## src/rtl/tds_pkg.sv

```systemverilog
`default_nettype none

package tds_pkg;

    localparam int MAX_TASKS = 16;
    localparam int SLOT_W    = $clog2(MAX_TASKS);
    localparam int CNT_W     = $clog2(MAX_TASKS + 1);
    localparam int DELAY_W   = 16;
    localparam int NEXT_W    = 4;
    localparam int TICK_W    = 64;

    localparam logic [SLOT_W-1:0] IDLE_SLOT = '0;

    localparam logic [1:0] OP_TICK  = 2'd0;
    localparam logic [1:0] OP_DELAY = 2'd1;
    localparam logic [1:0] OP_ADD   = 2'd2;

    typedef struct packed {
        logic [1:0]         op;
        logic [DELAY_W-1:0] delay_ticks;
    } req_t;

    typedef struct packed {
        logic              switch_now;
        logic [NEXT_W-1:0] next_task;
        logic              table_full;
        logic [TICK_W-1:0] tick_time;
    } rsp_t;

    typedef struct packed {
        logic               we;
        logic [SLOT_W-1:0]  waddr;
        logic [DELAY_W-1:0] wdata;
        logic [SLOT_W-1:0]  raddr;
    } mem_req_t;

endpackage

`default_nettype wire

```

## src/rtl/tds_mem.sv

```systemverilog
`default_nettype none

module tds_mem (
    input  wire logic                        clk,
    input  wire tds_pkg::mem_req_t           req,
    output logic [tds_pkg::DELAY_W-1:0]      rd_data
);

    logic [tds_pkg::DELAY_W-1:0] mem [tds_pkg::MAX_TASKS];

    always_ff @(posedge clk)
    begin
        if (req.we)
        begin
            mem[req.waddr] <= req.wdata;
        end
        rd_data <= mem[req.raddr];
    end

endmodule

`default_nettype wire

```

## src/rtl/tds_ctrl.sv

```systemverilog
`default_nettype none

module tds_ctrl (
    input  wire logic                        clk,
    input  wire logic                        rst_n,
    input  wire logic                        item_valid,
    output logic                             item_ready,
    input  wire tds_pkg::req_t               item,
    output logic                             res_valid,
    input  wire logic                        res_ready,
    output tds_pkg::rsp_t                    res,
    output tds_pkg::mem_req_t                mem_req,
    input  wire logic [tds_pkg::DELAY_W-1:0] rd_data
);

    localparam logic [1:0] S_IDLE  = 2'd0;
    localparam logic [1:0] S_TICK  = 2'd1;
    localparam logic [1:0] S_DSCAN = 2'd2;
    localparam logic [1:0] S_DONE  = 2'd3;

    logic [1:0]                  state_reg, state_next;
    logic [tds_pkg::CNT_W-1:0]   idx_reg, idx_next;
    logic                        pend_reg, pend_next;
    logic [tds_pkg::SLOT_W-1:0]  pend_idx_reg, pend_idx_next;
    logic [tds_pkg::CNT_W-1:0]   total_reg, total_next;
    logic [tds_pkg::SLOT_W-1:0]  run_reg, run_next;
    logic [tds_pkg::TICK_W-1:0]  tick_reg, tick_next;
    logic                        sw_reg, sw_next;
    logic                        full_reg, full_next;
    logic                        own_reg, own_next;
    logic                        hit;

    always_ff @(posedge clk or negedge rst_n)
    begin
        if (!rst_n)
        begin
            state_reg    <= S_IDLE;
            idx_reg      <= '0;
            pend_reg     <= 1'b0;
            pend_idx_reg <= '0;
            total_reg    <= tds_pkg::CNT_W'(1);
            run_reg      <= tds_pkg::IDLE_SLOT;
            tick_reg     <= '0;
            sw_reg       <= 1'b0;
            full_reg     <= 1'b0;
            own_reg      <= 1'b0;
        end
        else
        begin
            state_reg    <= state_next;
            idx_reg      <= idx_next;
            pend_reg     <= pend_next;
            pend_idx_reg <= pend_idx_next;
            total_reg    <= total_next;
            run_reg      <= run_next;
            tick_reg     <= tick_next;
            sw_reg       <= sw_next;
            full_reg     <= full_next;
            own_reg      <= own_next;
        end
    end

    assign hit = pend_reg && (rd_data == '0) && (pend_idx_reg != run_reg)
                 && (pend_idx_reg != tds_pkg::IDLE_SLOT);

    always_comb
    begin
        state_next    = state_reg;
        idx_next      = idx_reg;
        pend_next     = pend_reg;
        pend_idx_next = pend_idx_reg;
        total_next    = total_reg;
        run_next      = run_reg;
        tick_next     = tick_reg;
        sw_next       = sw_reg;
        full_next     = full_reg;
        own_next      = own_reg;
        mem_req       = '0;
        item_ready    = (state_reg == S_IDLE);
        res_valid     = (state_reg == S_DONE);

        unique case (state_reg)
            S_IDLE:
            begin
                if (item_valid)
                begin
                    sw_next   = 1'b0;
                    full_next = 1'b0;
                    idx_next  = '0;
                    pend_next = 1'b0;
                    case (item.op)
                        tds_pkg::OP_TICK:
                        begin
                            tick_next  = tick_reg + 1'b1;
                            state_next = S_TICK;
                        end
                        tds_pkg::OP_DELAY:
                        begin
                            mem_req.we    = 1'b1;
                            mem_req.waddr = run_reg;
                            mem_req.wdata = item.delay_ticks;
                            own_next      = |item.delay_ticks;
                            state_next    = S_DSCAN;
                        end
                        tds_pkg::OP_ADD:
                        begin
                            if (total_reg >= tds_pkg::CNT_W'(tds_pkg::MAX_TASKS))
                            begin
                                full_next = 1'b1;
                            end
                            else
                            begin
                                mem_req.we    = 1'b1;
                                mem_req.waddr = total_reg[tds_pkg::SLOT_W-1:0];
                                mem_req.wdata = '0;
                                total_next    = total_reg + 1'b1;
                            end
                            state_next = S_DONE;
                        end
                        default:
                        begin
                            state_next = S_DONE;
                        end
                    endcase
                end
            end
            S_TICK:
            begin
                // write back the entry read last cycle while reading the next
                if (pend_reg)
                begin
                    mem_req.we    = 1'b1;
                    mem_req.waddr = pend_idx_reg;
                    mem_req.wdata = (rd_data == '0) ? rd_data : rd_data - 1'b1;
                end
                if (idx_reg < total_reg)
                begin
                    mem_req.raddr = idx_reg[tds_pkg::SLOT_W-1:0];
                    pend_next     = 1'b1;
                    pend_idx_next = idx_reg[tds_pkg::SLOT_W-1:0];
                    idx_next      = idx_reg + 1'b1;
                end
                else
                begin
                    pend_next = 1'b0;
                    if (!pend_reg)
                    begin
                        state_next = S_DONE;
                    end
                end
            end
            S_DSCAN:
            begin
                if (hit)
                begin
                    run_next   = pend_idx_reg;
                    sw_next    = 1'b1;
                    pend_next  = 1'b0;
                    state_next = S_DONE;
                end
                else if (idx_reg < total_reg)
                begin
                    mem_req.raddr = idx_reg[tds_pkg::SLOT_W-1:0];
                    pend_next     = 1'b1;
                    pend_idx_next = idx_reg[tds_pkg::SLOT_W-1:0];
                    idx_next      = idx_reg + 1'b1;
                end
                else
                begin
                    pend_next = 1'b0;
                    if (!pend_reg)
                    begin
                        // nobody ready: fall back to idle if the caller sleeps
                        if (own_reg)
                        begin
                            sw_next  = 1'b1;
                            run_next = tds_pkg::IDLE_SLOT;
                        end
                        state_next = S_DONE;
                    end
                end
            end
            S_DONE:
            begin
                if (res_ready)
                begin
                    state_next = S_IDLE;
                end
            end
            default:
            begin
                state_next = S_IDLE;
            end
        endcase
    end

    assign res.switch_now = sw_reg;
    assign res.next_task  = tds_pkg::NEXT_W'(run_reg);
    assign res.table_full = full_reg;
    assign res.tick_time  = tick_reg;

endmodule

`default_nettype wire

```

## src/rtl/task_delay_scheduler.sv

```systemverilog
// one beat at a time: a new beat is taken only once the controller has handed the last
// response to the output register; tick and delay beats walk the delay table first, add
// and unused ops do not
// the walk uses the simple dual-port delay memory: a tick reads one entry and writes one
// back per cycle, a delay scan only reads
// reset: asynchronous active-low rst_n; tick count 0, idle task running, one task in the table
`default_nettype none

module task_delay_scheduler (
    input  wire logic           clk,
    input  wire logic           rst_n,
    input  wire logic           req_valid,
    output logic                req_ready,
    input  wire tds_pkg::req_t  req,
    output logic                rsp_valid,
    input  wire logic           rsp_ready,
    output tds_pkg::rsp_t       rsp
);

    tds_pkg::mem_req_t           mem_req;
    logic [tds_pkg::DELAY_W-1:0] rd_data;
    logic                        res_valid;
    logic                        res_ready;
    tds_pkg::rsp_t               res;
    logic                        out_valid_reg;
    tds_pkg::rsp_t               out_data_reg;

    tds_ctrl u_ctrl (
        .clk        (clk),
        .rst_n      (rst_n),
        .item_valid (req_valid),
        .item_ready (req_ready),
        .item       (req),
        .res_valid  (res_valid),
        .res_ready  (res_ready),
        .res        (res),
        .mem_req    (mem_req),
        .rd_data    (rd_data)
    );

    tds_mem u_mem (
        .clk     (clk),
        .req     (mem_req),
        .rd_data (rd_data)
    );

    // output register
    assign res_ready = !out_valid_reg || rsp_ready;

    always_ff @(posedge clk or negedge rst_n)
    begin
        if (!rst_n)
        begin
            out_valid_reg <= 1'b0;
        end
        else if (res_ready)
        begin
            out_valid_reg <= res_valid;
        end
    end

    always_ff @(posedge clk)
    begin
        if (res_ready && res_valid)
        begin
            out_data_reg <= res;
        end
    end

    assign rsp_valid = out_valid_reg;
    assign rsp       = out_data_reg;

endmodule

`default_nettype wire

```

## config.mk

```make
export PLATFORM = sky130hd
export DESIGN_NAME = task_delay_scheduler
export DESIGN_NICKNAME = d
export VERILOG_FILES = /design/src/rtl/tds_pkg.sv /design/src/rtl/tds_mem.sv /design/src/rtl/tds_ctrl.sv /design/src/rtl/task_delay_scheduler.sv
export SDC_FILE = /design/constraint.sdc
export NUM_CORES = 1
export LEC_CHECK = 0
export BUFFER_PORTS_ARGS = -buffer_cell sky130_fd_sc_hd__buf_2
export CAP_MARGIN = 20
export CORE_UTILIZATION = 55
export DETAILED_ROUTE_END_ITERATION = 10
export GPL_ROUTABILITY_DRIVEN = 1
export GPL_TIMING_DRIVEN = 1
export PLACE_DENSITY_LB_ADDON = 0.25
export SETUP_SLACK_MARGIN = 0.4
export SLEW_MARGIN = 20
export SYNTH_ARGS = -nofsm -noshare
export SYNTH_HDL_FRONTEND = slang
export SYNTH_HIERARCHICAL = 1
export SYNTH_SLANG_ARGS = --single-unit
export TNS_END_PERCENT = 5
```

## constraint.sdc

```tcl
create_clock -name clk -period 4.35 [get_ports clk]
set_input_delay 0.87 -clock clk [delete_from_list [all_inputs] [get_ports clk]]
set_output_delay 0.87 -clock clk [all_outputs]
set_load 0.01 [all_outputs]
```

==> results.yml <==
drt:
  routed_wl_um: 35100
  dr.pass1.iters: 5
  first_iter_violations: 935
  post-route-drc-count: 0
  wl_per_cell_um: 21.8
  ant_nets: 0
  num_vias: 9559
  viasPerCell: 5.92
synth:
  ys_types: 61
  synth-edff-count: 326
  synth-seq-cells: 431
  syn_nets: 1069
  yosysSeqAreaShare_pct: 71.7
  async_reset_ff_share_pct: 20.6
  synthFlopType: "edfxtp_1"
  syn_area_um2: 17200
  ys_warn_count: 6
  avgSynthCellArea_um2: 16.7
  syn_inst: 1030
cts:
  postCtsSetupRepairBufs: 0
  ctsResizeCount: 0
  cts_tree: "yes"
  holdBufCountCts: 0
  clk_pin_slew_ps: 60
  clk_latency_ps: 540
  cts-root-buf: "clkbuf_16"
  clk_path_buf_depth: 3
  htreeDepth: 2
  cts.sinks: 431
  cts-buffers-inserted: 44
sta:
  finalHoldViolCount: 0
  post-route-period-util_pct: 81.8
  finalSetupTns_ps: 0
  drv_slew: 0
  setup_viol: 0
  worst_slew_pin_slew_ps: 1070
  fin_crit_ps: 3560
  fmax_mhz: 281
  finalClockSkew_ps: 12.9
  slew_headroom_pct: 28.3
  grt_setup_unrepaired: "false"
critical_path:
  cp.arrival_ps: 3990
  criticalPathCategory: "reg2reg"
  reg2reg_slack_ps: 790
  crit_required_ps: 4780
  endpoint_kind: "register"
  r2r_cells: 11
  reg2reg_from: "u_ctrl/total_reg[2]"
  critPathTopFamily: "compound AO/OA/AOI/OAI gates"
  rr_endpoint: "u_mem/rd_data[3]"
  critPathBufInv: 2
  path_max_fanout: 64
  slowest_stage: "mux4_1"
  startpoint_type: "register"
  max_stage_delay_ps: 650
  cp_cell_sequence: "inv_1 > ha_1 > a21o_1 > a31oi_1 > o21a_1 > nand4_1 > nor2_4 > buf_12 > mux4_1 > a22oi_1 > nand2_1"
placed_design:
  dp_hpwl_um: 21500
  port_buffers: 93
  gp_congestion: 0.853
pwr:
  combPwrFrac_pct: 16.2
  power_density_nw_per_um2: 535
  total_power_mw: 10.7
  power.leakage_nw: 7.29
  swShare_pct: 25.9
  p_switching_mw: 2.76
  p_int_mw: 7.90
  power_frac_clock_pct: 36.2
  ir_drop_mv: 0.312
  pwr-share-seq_pct: 47.6
cells_and_area:
  diodes: 0
  areaGrowthSynthToFinish_pct: 16.0
  final_nets: 1223
  drive_gt1_share_pct: 24.6
  largest_register_ffs: 256
die:
  core_um2: 30700
  rows: 64
  die_area_um2: 32000
  die_h_um: 179
  initial_core_util_pct: 56.1
  boundaryPins: 94
  die_width_um: 179
global_routing:
  grt_busiest_layer: "met2"
  grt_max_degree: 71
  track_usage_pct: 22.7
  grt_overflow_total: 0
  grt_first_pass_wirelength_um: 54200
  grt.met2_usage_pct: 38.3
  grt_pass1_vias: 9499
  globalRouteMet1Util_pct: 30.3
  antenna_found_initial: 0
  use_met3_pct: 3.03
outcome:
  status: "complete, no violations"
hold_path:
  hold_class: "in2async"
flow_run:
  drv_cap: 0
## cells in the final DEF (no fill, tap or decap), types with 12 or more instances in the layout
cell and count:
inv_1 29, dfxtp_1 16, nor3_1 20, xor2_1 31, mux4_2 54, nor4_1 13, nand3_1 22, clkbuf_16 48
nor2_1 25, buf_2 92, buf_4 48, edfxtp_1 326, xnor2_1 53, a22oi_1 36, ha_1 17, o21ai_0 23
nand2_1 83, dfrtp_1 88, nand4_1 35, nor2_2 12
## metrics by stage
stage,setup slack [ps],cell area (um^2),utilization [%],hold WS (ps),instances
floorplan,606,17200,-,423,1030
finish,790,20000,65.1,431,1615
CTS,781,20000,65.0,452,1615
global placement,880,18400,60.1,433,1534
global route,480,20000,65.1,471,1615
detailed placement,793,18400,60.1,436,1534
## final cells by class
type | count | area, um^2
Sequential cell | 431 | 12300
Fill cell | 2110 | 10700
Multi-Input combinational cell | 536 | 4640
Clock buffer | 52 | 1220
Timing Repair Buffer | 142 | 861
Tap cell | 396 | 495
Clock inverter | 29 | 295
Inverter | 29 | 109
## worst max path at each step
stage	startpoint	slack, ps	end	cells past startpoint
finish	u_ctrl/total_reg[2]	790	u_mem/rd_data[3]	11
floorplan	req[16]	610	u_mem/mem[0][0]	7
CTS	u_ctrl/total_reg[2]	780	u_mem/rd_data[5]	11
global placement	u_ctrl/idx_reg[2]	880	u_mem/rd_data[14]	10
global route	u_ctrl/total_reg[2]	480	u_mem/rd_data[6]	11
detailed placement	u_ctrl/total_reg[2]	790	u_mem/rd_data[11]	11
## worst reg2reg max path: stages (launching register included)
cell     delay (ps)
dfrtp_1         400
inv_1            80
ha_1            290
a21o_1          180
a31oi_1         170
o21a_1          350
nand4_1         360
nor2_4          200
buf_12          420
mux4_1          730
a22oi_1         200
nand2_1          70
## synth_stat cells (3+ instances only)
cell type    n  area, um^2
nand3b_1     3        22.5
ha_1        17         213
mux2_1       4        45.0
nand3_1     22         110
buf_4        6        45.0
xor2_1      31         272
a22o_1       4        35.0
buf_6        4        45.0
inv_1       29         109
and4_1       3        26.3
nor3_1      24         120
or3_1        7        43.8
nor4_1      13        81.3
and3_1      10        62.6
a21oi_1      8        40.0
dfrtp_1     88        2200
dfxtp_1     16         320
nand2_1     83         312
o21ai_0     25         125
nor2_1      39         146
mux4_1      10         263
or2_2        3        18.8
a22oi_1     36         270
nand2b_1     8        50.1
o221ai_1     3        26.3
mux4_2      54        1220
clkbuf_1    15        56.3
edfxtp_1   326        9790
buf_1        4        15.0
o21ai_1      3        15.0
nor2b_1      5        31.3
nand4_1     35         219
or4_1        4        30.0
xnor2_1     53         464
buf_2        5        25.0
## kinds of logic (layout without fill, tap and decap cells)
group | after synthesis | in the layout | share of synthesized area [%]
flip-flops | 431 | 431 | 71.7
AND/OR/NAND/NOR | 272 | 272 | 8.37
AO/OA/AOI/OAI | 93 | 93 | 3.70
XOR/XNOR | 84 | 84 | 4.28
multiplexers | 70 | 70 | 8.98
buffers and inverters | 63 | 252 | 1.72
adder cells (fa/ha/maj) | 17 | 17 | 1.24
## routing by layer
metal	vias up	share of wire, %
li1	4305	-
met1	4860	41
met2	323	51
met3	71	5.3
met4	0	2.8
met5	-	0
## power by group through the flow
| stage | clock network (mW) | registers [mW] | logic, mW |
|---|---|---|---|
| CTS | 3.92 | 5.08 | 1.74 |
| floorplan | 0 | 5.14 | 1.22 |
| detailed placement | 0 | 5.16 | 1.73 |
| global route | 4.07 | 5.12 | 1.89 |
| finish | 3.86 | 5.08 | 1.73 |
| global placement | 0 | 5.16 | 1.70 |
Note: power is estimated with default switching activity, not from simulation.
